`src/hw/rtl/crc_pkg.sv`:
```
// Shared constants, codes and the command record for the circle raster canvas.
`default_nettype none
package crc_pkg;

	localparam int MAX_SIDE  = 256;
	localparam int SIDE_BITS = $clog2(MAX_SIDE);
	localparam int DIM_W     = SIDE_BITS + 1;
	localparam int ADDR_W    = 2 * SIDE_BITS;
	localparam int FRAC_BITS = 8;
	localparam int COORD_W   = 20;
	localparam int RAD_W     = 20;
	localparam int RSQ_W     = 2 * RAD_W;
	localparam int CHAR_W    = 8;
	localparam int DIFF_W    = COORD_W + 1;
	localparam int SQ_W      = 2 * DIFF_W;
	localparam int D2_W      = SQ_W + 1;
	localparam int OP_W      = 2;
	localparam int STAT_W    = 2;
	localparam int CFG_IDX_W = 2;
	localparam int CFG_W     = DIM_W;

	localparam logic [OP_W-1:0] OP_CLEAR  = 2'd0;
	localparam logic [OP_W-1:0] OP_DRAW   = 2'd1;
	localparam logic [OP_W-1:0] OP_READ   = 2'd2;
	localparam logic [OP_W-1:0] OP_UNUSED = 2'd3;

	localparam logic [STAT_W-1:0] STAT_OK         = 2'd0;
	localparam logic [STAT_W-1:0] STAT_BAD_RADIUS = 2'd1;
	localparam logic [STAT_W-1:0] STAT_OUTSIDE    = 2'd2;

	localparam logic [CFG_IDX_W-1:0] CFG_WIDTH      = 2'd0;
	localparam logic [CFG_IDX_W-1:0] CFG_HEIGHT     = 2'd1;
	localparam logic [CFG_IDX_W-1:0] CFG_BACKGROUND = 2'd2;

	localparam logic [DIM_W-1:0]  RESET_WIDTH      = DIM_W'(MAX_SIDE);
	localparam logic [DIM_W-1:0]  RESET_HEIGHT     = DIM_W'(MAX_SIDE);
	localparam logic [CHAR_W-1:0] RESET_BACKGROUND = 8'd32;

	// What the back end has to do with one request.
	typedef enum logic [1:0] {
		CMD_DONE,
		CMD_CLEAR,
		CMD_DRAW,
		CMD_READ
	} crc_kind_t;

	typedef struct packed {
		crc_kind_t                   kind;
		logic [STAT_W-1:0]           status;
		logic                        filled;
		logic                        rim_all;
		logic signed [COORD_W-1:0]   center_x;
		logic signed [COORD_W-1:0]   center_y;
		logic [RSQ_W-1:0]            r_sq;
		logic [RSQ_W-1:0]            r1_sq;
		logic [CHAR_W-1:0]           paint_char;
		logic [SIDE_BITS-1:0]        x_last;
		logic [SIDE_BITS-1:0]        y_last;
		logic [ADDR_W-1:0]           addr;
	} crc_cmd_t;

endpackage
`default_nettype wire

```
`src/hw/rtl/crc_queue.sv`:
```
// Two-entry command queue between the front end and the back end.
`default_nettype none
module crc_queue (
	input  wire logic         clk,
	input  wire logic         arst_n,
	input  wire logic         push,
	input  crc_pkg::crc_cmd_t push_cmd,
	input  wire logic         pop,
	output logic              full,
	output logic              valid,
	output crc_pkg::crc_cmd_t head
);
	import crc_pkg::*;

	crc_cmd_t   entry_q [2];
	logic       wr_ptr_q;
	logic       rd_ptr_q;
	logic [1:0] count_q;

	assign full  = count_q == 2'd2;
	assign valid = count_q != 2'd0;
	assign head  = entry_q[rd_ptr_q];

	always_ff @(posedge clk or negedge arst_n) begin
		if (!arst_n) begin
			wr_ptr_q <= 1'b0;
			rd_ptr_q <= 1'b0;
			count_q  <= 2'd0;
		end else begin
			if (push)
				wr_ptr_q <= ~wr_ptr_q;
			if (pop)
				rd_ptr_q <= ~rd_ptr_q;
			if (push && !pop)
				count_q <= count_q + 2'd1;
			else if (pop && !push)
				count_q <= count_q - 2'd1;
		end
	end

	always_ff @(posedge clk) begin
		if (push)
			entry_q[wr_ptr_q] <= push_cmd;
	end

endmodule
`default_nettype wire

```
`config.mk`:
```
export PLATFORM = sky130hd
export DESIGN_NAME = crc_queue
export DESIGN_NICKNAME = d
export VERILOG_FILES = /design/src/hw/rtl/crc_pkg.sv /design/src/hw/rtl/crc_queue.sv
export SDC_FILE = /design/constraint.sdc
export NUM_CORES = 1
export LEC_CHECK = 0
export BUFFER_PORTS_ARGS = -buffer_cell sky130_fd_sc_hd__buf_2
export CAP_MARGIN = 20
export CELL_PAD_IN_SITES_DETAIL_PLACEMENT = 0
export CELL_PAD_IN_SITES_GLOBAL_PLACEMENT = 2
export CORE_MARGIN = 3
export CORE_UTILIZATION = 39
export CTS_CLUSTER_SIZE = 16
export DETAILED_ROUTE_END_ITERATION = 10
export PLACE_DENSITY_LB_ADDON = 0.12
export SYNTH_ARGS = -nofsm -noshare
export SYNTH_HDL_FRONTEND = slang
export SYNTH_SLANG_ARGS = --single-unit
```
`constraint.sdc`:
```
create_clock -name clk -period 9.6 [get_ports clk]
set_input_delay 0.48 -clock clk [delete_from_list [all_inputs] [get_ports clk]]
set_output_delay 0.48 -clock clk [all_outputs]
set_load 0.01 [all_outputs]
```
Word level (Yosys, flattened, before mapping)
Memory sizes are Yosys's and may differ from the RTL's.
Cells that the tools add are included.

cells by class
  add/subtract/negate cells = 2
  muxes and demuxes = 4
  bitwise operators = 2
  eq/ne operators = 1
  reduce and logical (&&, ||, !) cells = 6

operators with widths
  cell                                                                 number
  2-bit 2-to-1 mux                                                     2
  2-bit nonzero test                                                   2
  2-bit by 1-bit adder with 2-bit output (second input constant)       1
  2-bit equality test (second input constant)                          1
  1-bit logical AND                                                    2
  1-bit zero test                                                      2
  1-bit 2-to-1 mux                                                     2
  1-bit inverter                                                       2
  2-bit by 1-bit subtractor with 2-bit output (second input constant)  1

word-level totals
  memory bits (writable) = 332
  logic and storage cells = 19
  memories kept = 1
  output and inout bits = 168
  flip-flop bits (word level) = 4

memory list
  name     depth  bits a word  read ports  clocked after memory_dff  wr ports  RTL line         source
  entry_q  2      166          1           0                         1         crc_queue.sv:15  crc_cmd_t entry_q [2];

Depth between registers and ports, before layout
  depth after elaboration = 4
  mapped depth = 5

Least setup slack after synthesis
Ideal clock, no wire load.

  path kind = register to register
  start point = reg wr_ptr_q
  end point = mem entry_q[0][0] (netlist name) (enable)
  library setup time = 714 ps
  slack = 1159 ps
  data required time = 8886 ps
  cell stages (with the launch flop) = 2
  data arrival time = 7727 ps
  cells stage by stage = dfrtp_1 > nor2b_1

RTL lines
  element                   RTL line         source
  start: declaration        crc_queue.sv:16  logic wr_ptr_q;
  start signal: assignment  crc_queue.sv:31  wr_ptr_q <= ~wr_ptr_q;
  end: declaration          crc_queue.sv:15

Straight into the memory's write port.

==> results.sh <==
export IMPL_dieWidth_um=187
export IMPL_final_max_slew_viol_count=0
export IMPL_grt_antenna_before_repair=5
export IMPL_grt_pass1_wl_mm=39.2
export IMPL_initial_core_util_pct=40.0
export IMPL_hold_viol_final=0
export IMPL_vias=6229
export IMPL_crit_type="reg2out"
export IMPL_cts_root_buf="clkbuf_16"
export IMPL_gr_total_overflow=0
export IMPL_fin_area_mm2=0.0160
export IMPL_postCtsSetupRepairBufs=0
export IMPL_yosys_warnings=0
export IMPL_ff2ff_setup_slack_ps=7200
export IMPL_critPathLaunchType="flip-flop"
export IMPL_worst_pin_slew_ps=1030
export IMPL_hold_path_startpoint="push_cmd[161]"
export IMPL_gp_congestion=0.727
export IMPL_yosysSeqAreaShare_pct=79.2
export IMPL_io_pin_count=338
export IMPL_crit_fanout=50
export IMPL_insertion_delay_ps=500
export IMPL_period_minus_slack_ps=3330
export IMPL_avgSynthCellArea_um2=23.8
export IMPL_ir_drop_v=0.000188
export IMPL_final_nets=1071
export IMPL_leakage_nw=6.39
export IMPL_postSynthNetCount=704
export IMPL_track_usage_pct=14.4
export IMPL_synthCells=533
export IMPL_cts_tree="yes"
export IMPL_yosysUniqueCellTypes=14
export IMPL_reg2reg_from="wr_ptr_q$_DFFE_PN0P_"
export IMPL_cts_buffers=38
export IMPL_endpoint_kind="output port"
export IMPL_clock_path_buffers=3
export IMPL_arrival_ps=2850
export IMPL_drive_gt1_share_pct=61.4
export IMPL_num_rows=65
export IMPL_cts_sinks=336
export IMPL_grt_pass1_vias=6798
export IMPL_fillers=2631
export IMPL_dp_cells=1293
export IMPL_areaGrowthSynthToFinish_pct=26.3
export IMPL_post_route_period_util_pct=34.7
export IMPL_wl_met2_mm=12.9
export IMPL_utilization_pct=50.5
export IMPL_drt_iter0_drc=329
export IMPL_reg2reg_to="entry_q[0][114]$_DFFE_PP_"
export IMPL_rsz0062_at_grt="false"
export IMPL_wire_per_inst_um=19.1
export IMPL_seq_area_mm2=0.0101
export IMPL_hold_end="entry_q[1][161]$_DFFE_PP_"
export IMPL_required_ps=9120
export IMPL_synth_seq_cells=336
export IMPL_route_detailed_drc=0
export IMPL_placed_area_mm2=0.0148
export IMPL_maxCapViolCount=0
export IMPL_htree_num_levels=2
export IMPL_max_freq_mhz=300
export IMPL_first_pass_iters=4
export IMPL_io_buffer_count=337
export IMPL_dr_wl_met3_mm=2.42
export IMPL_top_layer_used="met5"
export IMPL_setup_tns_ps=0
export IMPL_die_area_mm2=0.0348
export IMPL_clock_skew_ps=5.21
export IMPL_clkTransAtPathRegs_ps=60
export IMPL_outcome="finished, final reports clean"
export IMPL_finalPower_mw=4.85
export IMPL_max_slew_margin_pct=31.4
export IMPL_dpl_hpwl_mm=17.6
export IMPL_min_path_type="in2reg"
export IMPL_multiInputGateArea_mm2=0.00245
export IMPL_hold_depth=1
export IMPL_ant_nets=0
export IMPL_p_per_area_mw_per_mm2=302
export IMPL_viasPerCell=4.58
export IMPL_drt_met1_wl_mm=10.1
export IMPL_syn_area_mm2=0.0127
export IMPL_dieHeight_um=187
export IMPL_reg2regPathDepth=3
export IMPL_stdcell_count=1359
export IMPL_drt_wl_total_mm=25.9
export IMPL_core_mm2=0.0318
export IMPL_setup_viol=0
export IMPL_grt_max_degree=72
==> what timing repair did <==
action | CTS | global route
gates resized for setup | 0 | 0
hold buffers | 1 | 0
endpoints found under the hold margin | 4 | 0
==> synthesized netlist by cell type (all sizes together) <==
cell type / number / share of area, %
and2: 1 / 0.049
buf: 19 / 1.5
dfrtp: 4 / 0.79
edfxtp: 332 / 78
ha: 1 / 0.098
inv: 1 / 0.030
mux2: 166 / 19
nor2: 1 / 0.030
nor2b: 2 / 0.098
or2: 1 / 0.049
xnor2: 1 / 0.069
xor2: 4 / 0.28
==> layer usage <==
| layer | global-route usage [%] | up-vias |
|---|---|---|
| met1 | 16.8 | 3077 |
| met3 | 5.86 | 40 |
| li1 | - | 2862 |
| met4 | 3.58 | 6 |
| met5 | 0 | - |
| met2 | 25.1 | 244 |
==> logic make-up (layout without fill, tap and decap cells) <==
kind of cell / after synthesis / after routing / synth area share, %
flip-flops: 336 / 336 / 79.2
multiplexers: 166 / 166 / 18.5
buffers and inverters: 20 / 409 / 1.57
XOR/XNOR: 5 / 5 / 0.345
AND/OR/NAND/NOR: 5 / 5 / 0.226
adder cells (fa/ha/maj): 1 / 1 / 0.0984
other: 0 / 2 / 0
==> critical path: stages, from the launching register on <==
cell     delay [ps]
dfrtp_4         630
buf_16          320
buf_4           790
mux2_4          370
buf_2           140
==> sequential cells by signal (all words and copies together) (netlist names) <==
register,cells
count_q,2
wr_ptr_q,1
rd_ptr_q,1
entry_q,332
==> placed cells by master (no fill, tap or decap) <==
cell           count
nor2b_1            1
clkinv_1           7
and2_4             1
ha_1               1
diode_2            2
clkinv_2           7
bufinv_16          3
dlygate4sd3_1      1
buf_16             1
buf_2            337
dfrtp_1            3
nor2b_4            1
mux2_4           130
inv_1              1
buf_4              7
xor2_1             4
xnor2_1            1
clkbuf_16         41
edfxtp_1         332
mux2_2            36
or2_2              1
dfrtp_4            1
nor2_1             1
clkbuf_1           4
==> worst max path at each step <==
stage                               from                       to  slack [ps]  cells past startpoint
floorplan           wr_ptr_q$_DFFE_PN0P_  entry_q[0][0]$_DFFE_PP_        1160                      1
global placement    rd_ptr_q$_DFFE_PN0P_                  head[7]        6470                      3
detailed placement  rd_ptr_q$_DFFE_PN0P_                  head[0]        6430                      3
CTS                 rd_ptr_q$_DFFE_PN0P_                  head[0]        5880                      3
global route        rd_ptr_q$_DFFE_PN0P_                 head[40]        6140                      4
finish              rd_ptr_q$_DFFE_PN0P_                 head[81]        6270                      4
==> where the power goes <==
group	switching [mW]	internal (mW)
Clock	0.516	0.845
Combinational	0.736	0.719
Sequential	0.0833	1.95
Total	1.34	3.52
==> area by class of cell <==
cell class,count,area share [%]
inverter,1,0.0234
multi-input combinational,177,15.3
antenna,2,0.0312
tap,435,3.39
clock buffer,45,6.49
clock inverter,17,0.943
timing repair buffer,346,11.1
sequential,336,62.8
==> per-stage QoR <==
| stage | setup slack, ps | hold slack (ps) |
|---|---|---|
| finish | 6270 | 165 |
| CTS | 5880 | 138 |
| global placement | 6470 | 287 |
| floorplan | 1160 | 184 |
| global route | 6140 | 141 |
| detailed placement | 6430 | 289 |
(Power assumes the default switching activity.)
