File: config.mk
export PLATFORM = sky130hd
export DESIGN_NAME = crc_front
export DESIGN_NICKNAME = d
export VERILOG_FILES = /design/src/hw/rtl/crc_pkg.sv /design/src/hw/rtl/crc_front.sv
export SDC_FILE = /design/constraint.sdc
export NUM_CORES = 2
export LEC_CHECK = 0
export ABC_AREA = 1
export BUFFER_PORTS_ARGS = -buffer_cell sky130_fd_sc_hd__buf_2
export CAP_MARGIN = 40
export CORE_MARGIN = 3
export CORE_UTILIZATION = 65
export CTS_CLUSTER_SIZE = 8
export DETAILED_ROUTE_END_ITERATION = 7
export PLACE_DENSITY = 0.83
export SYNTH_ARGS = -nofsm -noshare
export SYNTH_HDL_FRONTEND = slang
export SYNTH_SLANG_ARGS = --single-unit
File: constraint.sdc
create_clock -name clk -period 34.5 [get_ports clk]
set_input_delay 10.35 -clock clk [delete_from_list [all_inputs] [get_ports clk]]
set_output_delay 10.35 -clock clk [all_outputs]
set_load 0.01 [all_outputs]
File: src/hw/rtl/crc_pkg.sv
// Shared constants, codes and the command record for the circle raster canvas.
`default_nettype none
package crc_pkg;

	localparam int MAX_SIDE  = 256;
	localparam int SIDE_BITS = $clog2(MAX_SIDE);
	localparam int DIM_W     = SIDE_BITS + 1;
	localparam int ADDR_W    = 2 * SIDE_BITS;
	localparam int FRAC_BITS = 8;
	localparam int COORD_W   = 20;
	localparam int RAD_W     = 20;
	localparam int RSQ_W     = 2 * RAD_W;
	localparam int CHAR_W    = 8;
	localparam int DIFF_W    = COORD_W + 1;
	localparam int SQ_W      = 2 * DIFF_W;
	localparam int D2_W      = SQ_W + 1;
	localparam int OP_W      = 2;
	localparam int STAT_W    = 2;
	localparam int CFG_IDX_W = 2;
	localparam int CFG_W     = DIM_W;

	localparam logic [OP_W-1:0] OP_CLEAR  = 2'd0;
	localparam logic [OP_W-1:0] OP_DRAW   = 2'd1;
	localparam logic [OP_W-1:0] OP_READ   = 2'd2;
	localparam logic [OP_W-1:0] OP_UNUSED = 2'd3;

	localparam logic [STAT_W-1:0] STAT_OK         = 2'd0;
	localparam logic [STAT_W-1:0] STAT_BAD_RADIUS = 2'd1;
	localparam logic [STAT_W-1:0] STAT_OUTSIDE    = 2'd2;

	localparam logic [CFG_IDX_W-1:0] CFG_WIDTH      = 2'd0;
	localparam logic [CFG_IDX_W-1:0] CFG_HEIGHT     = 2'd1;
	localparam logic [CFG_IDX_W-1:0] CFG_BACKGROUND = 2'd2;

	localparam logic [DIM_W-1:0]  RESET_WIDTH      = DIM_W'(MAX_SIDE);
	localparam logic [DIM_W-1:0]  RESET_HEIGHT     = DIM_W'(MAX_SIDE);
	localparam logic [CHAR_W-1:0] RESET_BACKGROUND = 8'd32;

	// What the back end has to do with one request.
	typedef enum logic [1:0] {
		CMD_DONE,
		CMD_CLEAR,
		CMD_DRAW,
		CMD_READ
	} crc_kind_t;

	typedef struct packed {
		crc_kind_t                   kind;
		logic [STAT_W-1:0]           status;
		logic                        filled;
		logic                        rim_all;
		logic signed [COORD_W-1:0]   center_x;
		logic signed [COORD_W-1:0]   center_y;
		logic [RSQ_W-1:0]            r_sq;
		logic [RSQ_W-1:0]            r1_sq;
		logic [CHAR_W-1:0]           paint_char;
		logic [SIDE_BITS-1:0]        x_last;
		logic [SIDE_BITS-1:0]        y_last;
		logic [ADDR_W-1:0]           addr;
	} crc_cmd_t;

endpackage
`default_nettype wire

File: src/hw/rtl/crc_front.sv
// Front end: configuration registers and classification of incoming requests.
`default_nettype none
module crc_front (
	input  wire logic                           clk,
	input  wire logic                           arst_n,
	input  wire logic                           cfg_we,
	input  wire logic [crc_pkg::CFG_IDX_W-1:0]  cfg_index,
	input  wire logic [crc_pkg::CFG_W-1:0]      cfg_data,
	input  wire logic [crc_pkg::OP_W-1:0]       operation,
	input  wire logic                           filled,
	input  wire logic signed [crc_pkg::COORD_W-1:0] center_x,
	input  wire logic signed [crc_pkg::COORD_W-1:0] center_y,
	input  wire logic [crc_pkg::RAD_W-1:0]      radius,
	input  wire logic [crc_pkg::CHAR_W-1:0]     paint_char,
	input  wire logic [crc_pkg::SIDE_BITS-1:0]  cell_x,
	input  wire logic [crc_pkg::SIDE_BITS-1:0]  cell_y,
	output crc_pkg::crc_cmd_t                   cmd
);
	import crc_pkg::*;

	logic [DIM_W-1:0]  width_q;
	logic [DIM_W-1:0]  height_q;
	logic [CHAR_W-1:0] background_q;
	logic [DIM_W-1:0]  w_used;
	logic [DIM_W-1:0]  h_used;
	logic              empty;
	logic [RAD_W-1:0]  r1;
	logic              rim_all;

	always_ff @(posedge clk or negedge arst_n) begin
		if (!arst_n) begin
			width_q      <= RESET_WIDTH;
			height_q     <= RESET_HEIGHT;
			background_q <= RESET_BACKGROUND;
		end else if (cfg_we) begin
			unique case (cfg_index)
				CFG_WIDTH:      width_q      <= cfg_data;
				CFG_HEIGHT:     height_q     <= cfg_data;
				CFG_BACKGROUND: background_q <= cfg_data[CHAR_W-1:0];
				default: ;
			endcase
		end
	end

	// Sides above the canvas size saturate.
	assign w_used  = (width_q > DIM_W'(MAX_SIDE)) ? DIM_W'(MAX_SIDE) : width_q;
	assign h_used  = (height_q > DIM_W'(MAX_SIDE)) ? DIM_W'(MAX_SIDE) : height_q;
	assign empty   = (w_used == '0) || (h_used == '0);
	assign rim_all = radius < RAD_W'(1 << FRAC_BITS);
	assign r1      = radius - RAD_W'(1 << FRAC_BITS);

	always_comb begin
		cmd            = '0;
		cmd.kind       = CMD_DONE;
		cmd.status     = STAT_OK;
		cmd.filled     = filled;
		cmd.rim_all    = rim_all;
		cmd.center_x   = center_x;
		cmd.center_y   = center_y;
		cmd.r_sq       = radius * radius;
		cmd.r1_sq      = rim_all ? '0 : r1 * r1;
		cmd.paint_char = paint_char;
		cmd.x_last     = SIDE_BITS'(w_used - DIM_W'(1));
		cmd.y_last     = SIDE_BITS'(h_used - DIM_W'(1));
		cmd.addr       = {cell_y, cell_x};
		unique case (operation)
			OP_CLEAR: begin
				cmd.paint_char = background_q;
				if (!empty)
					cmd.kind = CMD_CLEAR;
			end
			OP_DRAW: begin
				if (radius == '0)
					cmd.status = STAT_BAD_RADIUS;
				else if (!empty)
					cmd.kind = CMD_DRAW;
			end
			OP_READ: begin
				if ({1'b0, cell_x} >= w_used || {1'b0, cell_y} >= h_used)
					cmd.status = STAT_OUTSIDE;
				else
					cmd.kind = CMD_READ;
			end
			default: ;
		endcase
	end

endmodule
`default_nettype wire

Word level (Yosys, flattened, before mapping)

Cells that the tools add are included.
Widths: inputs -> output; s select.

Logic and storage cells: 39
Input port bits: 101
Bits in registers: 26
Output and inout port bits: 166

$add $sub $neg: 3
Reductions and logical operators: 10
Multipliers: 2
Muxes and demuxes: 12
Order comparisons: 5
Equality and inequality tests: 4

Operator list:

| cell                  | count |
|---|---|
| $mul 20x20->40        | 2 |
| $mux 40               | 1 |
| $logic_not 20->1      | 1 |
| $lt 20x9->1 const B   | 1 |
| $sub 20x9->20 const B | 1 |
| $ge 8x9->1            | 2 |
| $gt 9x9->1 const B    | 2 |
| $logic_not 9->1       | 2 |
| $mux 9                | 2 |
| $sub 8x1->8 const B   | 2 |
| $mux 2                | 4 |
| $mux 8                | 1 |
| $pmux 2 s3            | 1 |
| $reduce_and 2->1      | 3 |
| $eq 2x1->1 const B    | 2 |
| $eq 2x2->1 const B    | 2 |
| $logic_not 2->1       | 2 |
| $pmux 2 s2            | 1 |
| $logic_or 1x1->1      | 2 |
| $mux 1                | 2 |

Depth between registers and ports, before layout

Depth in word-level cells: 7
Gate-level depth with buffers: 35
Mapped depth without buffers: 34

Worst setup path before layout

No wires, ideal clock.

Path kind: input to output
From: in radius[8] (netlist bit)
To: out cmd[75] (netlist bit)
Buffers on the path: 2
Stages on the path: 30
Path slack: 7.588 ns
Arrival time: 16.562 ns
Path through: inv_1 -> buf_2 -> ha_1 -> or2_2 -> nand2_1 -> clkbuf_1 -> nor2_1 -> fa_1 -> fa_1 -> fa_1 -> inv_1 -> fa_1 -> inv_1 -> fa_1 -> fa_1 -> inv_1 -> fa_1 -> inv_1 -> ha_1 -> nand2_1 -> inv_1 -> a21oi_1 -> inv_1 -> a21oi_1 -> nand2_2 -> nand2_1 -> nand2_1 -> nand2_1 -> nand2_1 -> nor2_1

RTL lines:

| item            | RTL line        | source |
|---|---|---|
| start, declared | crc_front.sv:13 | `input wire logic [crc_pkg::RAD_W-1:0] radius,` |
| end, declared   | crc_front.sv:17 | `output crc_pkg::crc_cmd_t cmd` |

==> impl_results.md <==
* Outcome: complete, no violations
* Final min period at 28530 ps
* Largest family of logic cells by synthesized area: adder cells
* Slowest cell on crit path: nand2_1
* Dpl ws at 6190 ps
* Via/cell ratio at 5.36
* RSZ-0062 raised after global routing: false
* EDFF count, synth at 0
* Syn-to-layout area delta at 3.56%
* First-pass GRT wire length at 107000 µm
* Metal3 WL at 5540 µm
* Yosys reg bits at 26
* Cell Rows at 72
* Required @ worst endpoint at 24150 ps
* Yosys cell types at 42
* Commonest non-fill, non-tap cell in the layout: inv_1
* Die H at 206 µm
* Clock Tree Root: clkbuf_16
* Cts bufs inserted at 3
* Port bufs at 182
* Worst-margin pin slew at 861 ps
* Largest cells by area after synthesis: fa_1, ha_1, inv_1, nand2_1, nor2_1
* CP Class: primary input to primary output
* Post-DP HPWL at 55100 µm
* Setup TNS at 0 ps
* Startpoint Class: primary input
* CTS tree: built
* Cells after Synth at 3377
* Clk pin slew, worst setup/hold paths at 70 ps
* Top cell type's share of synthesized area at 41.9%
* Synth warn at 0
* Min-delay worst type: flip-flop to flip-flop
* # DRC at 0
* Hold buffer count at cts at 0
* Die ar. at 42300 µm²
* Complex-gate fraction of the synthesized area at 4.62%
* H-Tree Depth at 1
* Avg WL per Cell at 16.4 µm
* Post-CTS setup buffer count at 0
* Post-layout nets at 4372
* Initial antenna violation count at 2
* ANT cells at 0
* Gpl congestion at 1.00
* Max transition margin at 42.5%
* Max Clock Skew at 0 ps
* Async set-reset flop share out of synthesis at 100%
* Xor-xnor portion of the synthesized cell area at 2.03%
* Routed WL at 64800 µm
* Fin worst setup slack at 5970 ps
* Gr usage total at 31.9%
* Most frequent CP cell: nand2_1
* Remaining antenna violation count at 0
* Adder-cell share of the synthesized area at 56.1%
* Final setup fails at 0
* Crit end category: primary output
* Mux cell area share after synthesis at 0.348%
* Die width at 206 µm
* Slowest stage delay, CP at 590 ps
* Fin crit share at 82.7%
* Fin. Hold Viols at 0
* Most frequent cells in the layout: inv_1, nand2_1, fa_1
* Vias after detailed routing at 21184
* Non-Filler Instances at 3953
* Core area at 39000 µm²
* Clock latency on the worst-skew pair at 260 ps
* Vias in the first global route at 22382
* Fmax at 35.0 MHz
* Total congestion overflow at 0
* WL met2 at 31100 µm
* Layout cells sized above 1 at 7.07%
* Dpl cells at 3949
* Worst EP arrival at 18180 ps
* Clock sinks at 26
* Met1 WL at 24600 µm
* Synthesized area per cell at 7.67 µm²
* Highest routed layer: met5
* CTS Buffer Depth at 2
* Netlist Area Pre-Place at 25900 µm²
* CTS resizes at 0
* # IOs at 267
* Cell accounting for the most synthesized area: fa_1
* Max-cap violations at 0
* Slew Viols, Final at 0
* Initial DRC Count at 1398
* Starting Density at 66.4%
* DR pass1 iterations at 5
* Main synth FF type: dfrtp_1
* Sequential fraction of the synthesis area at 2.53%
* Crit-path max FO at 32
* Post-Synth Simple-Gate Area at 17.2%
* Largest net degree at the start of global routing at 33
[cells in the mapped netlist, types with 2 or more instances]
library cell and number:
xor2_1 33, buf_4 61, mux2_2 8, nand2_2 8, o21bai_1 10, o21ai_0 68, nand3_2 4, fa_1 542
inv_2 14, nor2_1 299, a21oi_1 113, ha_1 293, nand3_1 65, o21a_1 5, nor2_4 5, dfrtp_1 23
clkinv_1 4, nand2_1 678, buf_2 9, xnor2_1 22, or2_2 3, dfstp_2 3, nor2_2 6, nor4_1 2
a21boi_0 2, a21o_1 3, nand3b_1 6, inv_1 965, buf_1 9, nand4_1 12, a31oi_1 7, o21ai_1 16
nor3_1 20, buf_6 4, clkbuf_1 48
[cell type report]
cell class | instances | area [µm²]
Clock inverter | 1 | 30.0
Tap cell | 518 | 648
Timing Repair Buffer | 184 | 926
Inverter | 983 | 3690
Sequential cell | 26 | 654
Multi-Input combinational cell | 2238 | 20800
Fill cell | 3250 | 12200
Clock buffer | 3 | 75.1
[worst max-delay path, delay by kind of cell]
family / cells / cell delay (ps)
adder cells (fa/ha/maj): 9 / 4020
AND/OR/NAND/NOR: 13 / 2020
buffers and inverters: 11 / 1770
[per-stage QoR]
stage,hold slack [ps],area (µm²),utilization (%)
finish,494,26800,68.7
global route,522,26800,68.7
CTS,495,26800,68.7
detailed placement,473,26700,68.5
global placement,469,26700,68.5
floorplan,448,25900,-
[path summary, 6_finish.rpt]
| path | cells past startpoint | slack, ps | start | to |
|---|---|---|---|---|
| worst min register to register | 2 | 490 | height_q[0] | height_q[0] |
| min in group asynchronous | 1 | 10090 | arst_n | height_q[3] |
| max in group asynchronous | 1 | 24020 | arst_n | width_q[7] |
| worst max-delay path | 33 | 5970 | radius[8] | cmd[73] |
| worst min-delay path | 2 | 490 | height_q[0] | height_q[0] |
| worst max register to register | 2 | 33660 | width_q[8] | width_q[8] |
[routing by layer]
metal / vias to the layer above / GRT usage (%)
li1: 9859 / -
met1: 10185 / 40.1
met2: 943 / 54.4
met3: 193 / 5.43
met4: 4 / 13.9
met5: - / 0
[kinds of logic (layout without fill, tap and decap cells)]
group	after synthesis	count (layout)
XOR/XNOR	57	57
AO/OA/AOI/OAI	225	225
adder cells (fa/ha/maj)	835	835
multiplexers	8	8
AND/OR/NAND/NOR	1111	1111
buffers and inverters	1114	1171
flip-flops	26	26
other	1	2
[sequential cells by signal, summed over array words and instances, names as in the netlist]
name / flops
height_q: 9
width_q: 9
background_q: 8
Power is not shown: default switching activity piles up to over one toggle a cycle in this logic, so the estimate is an artifact.
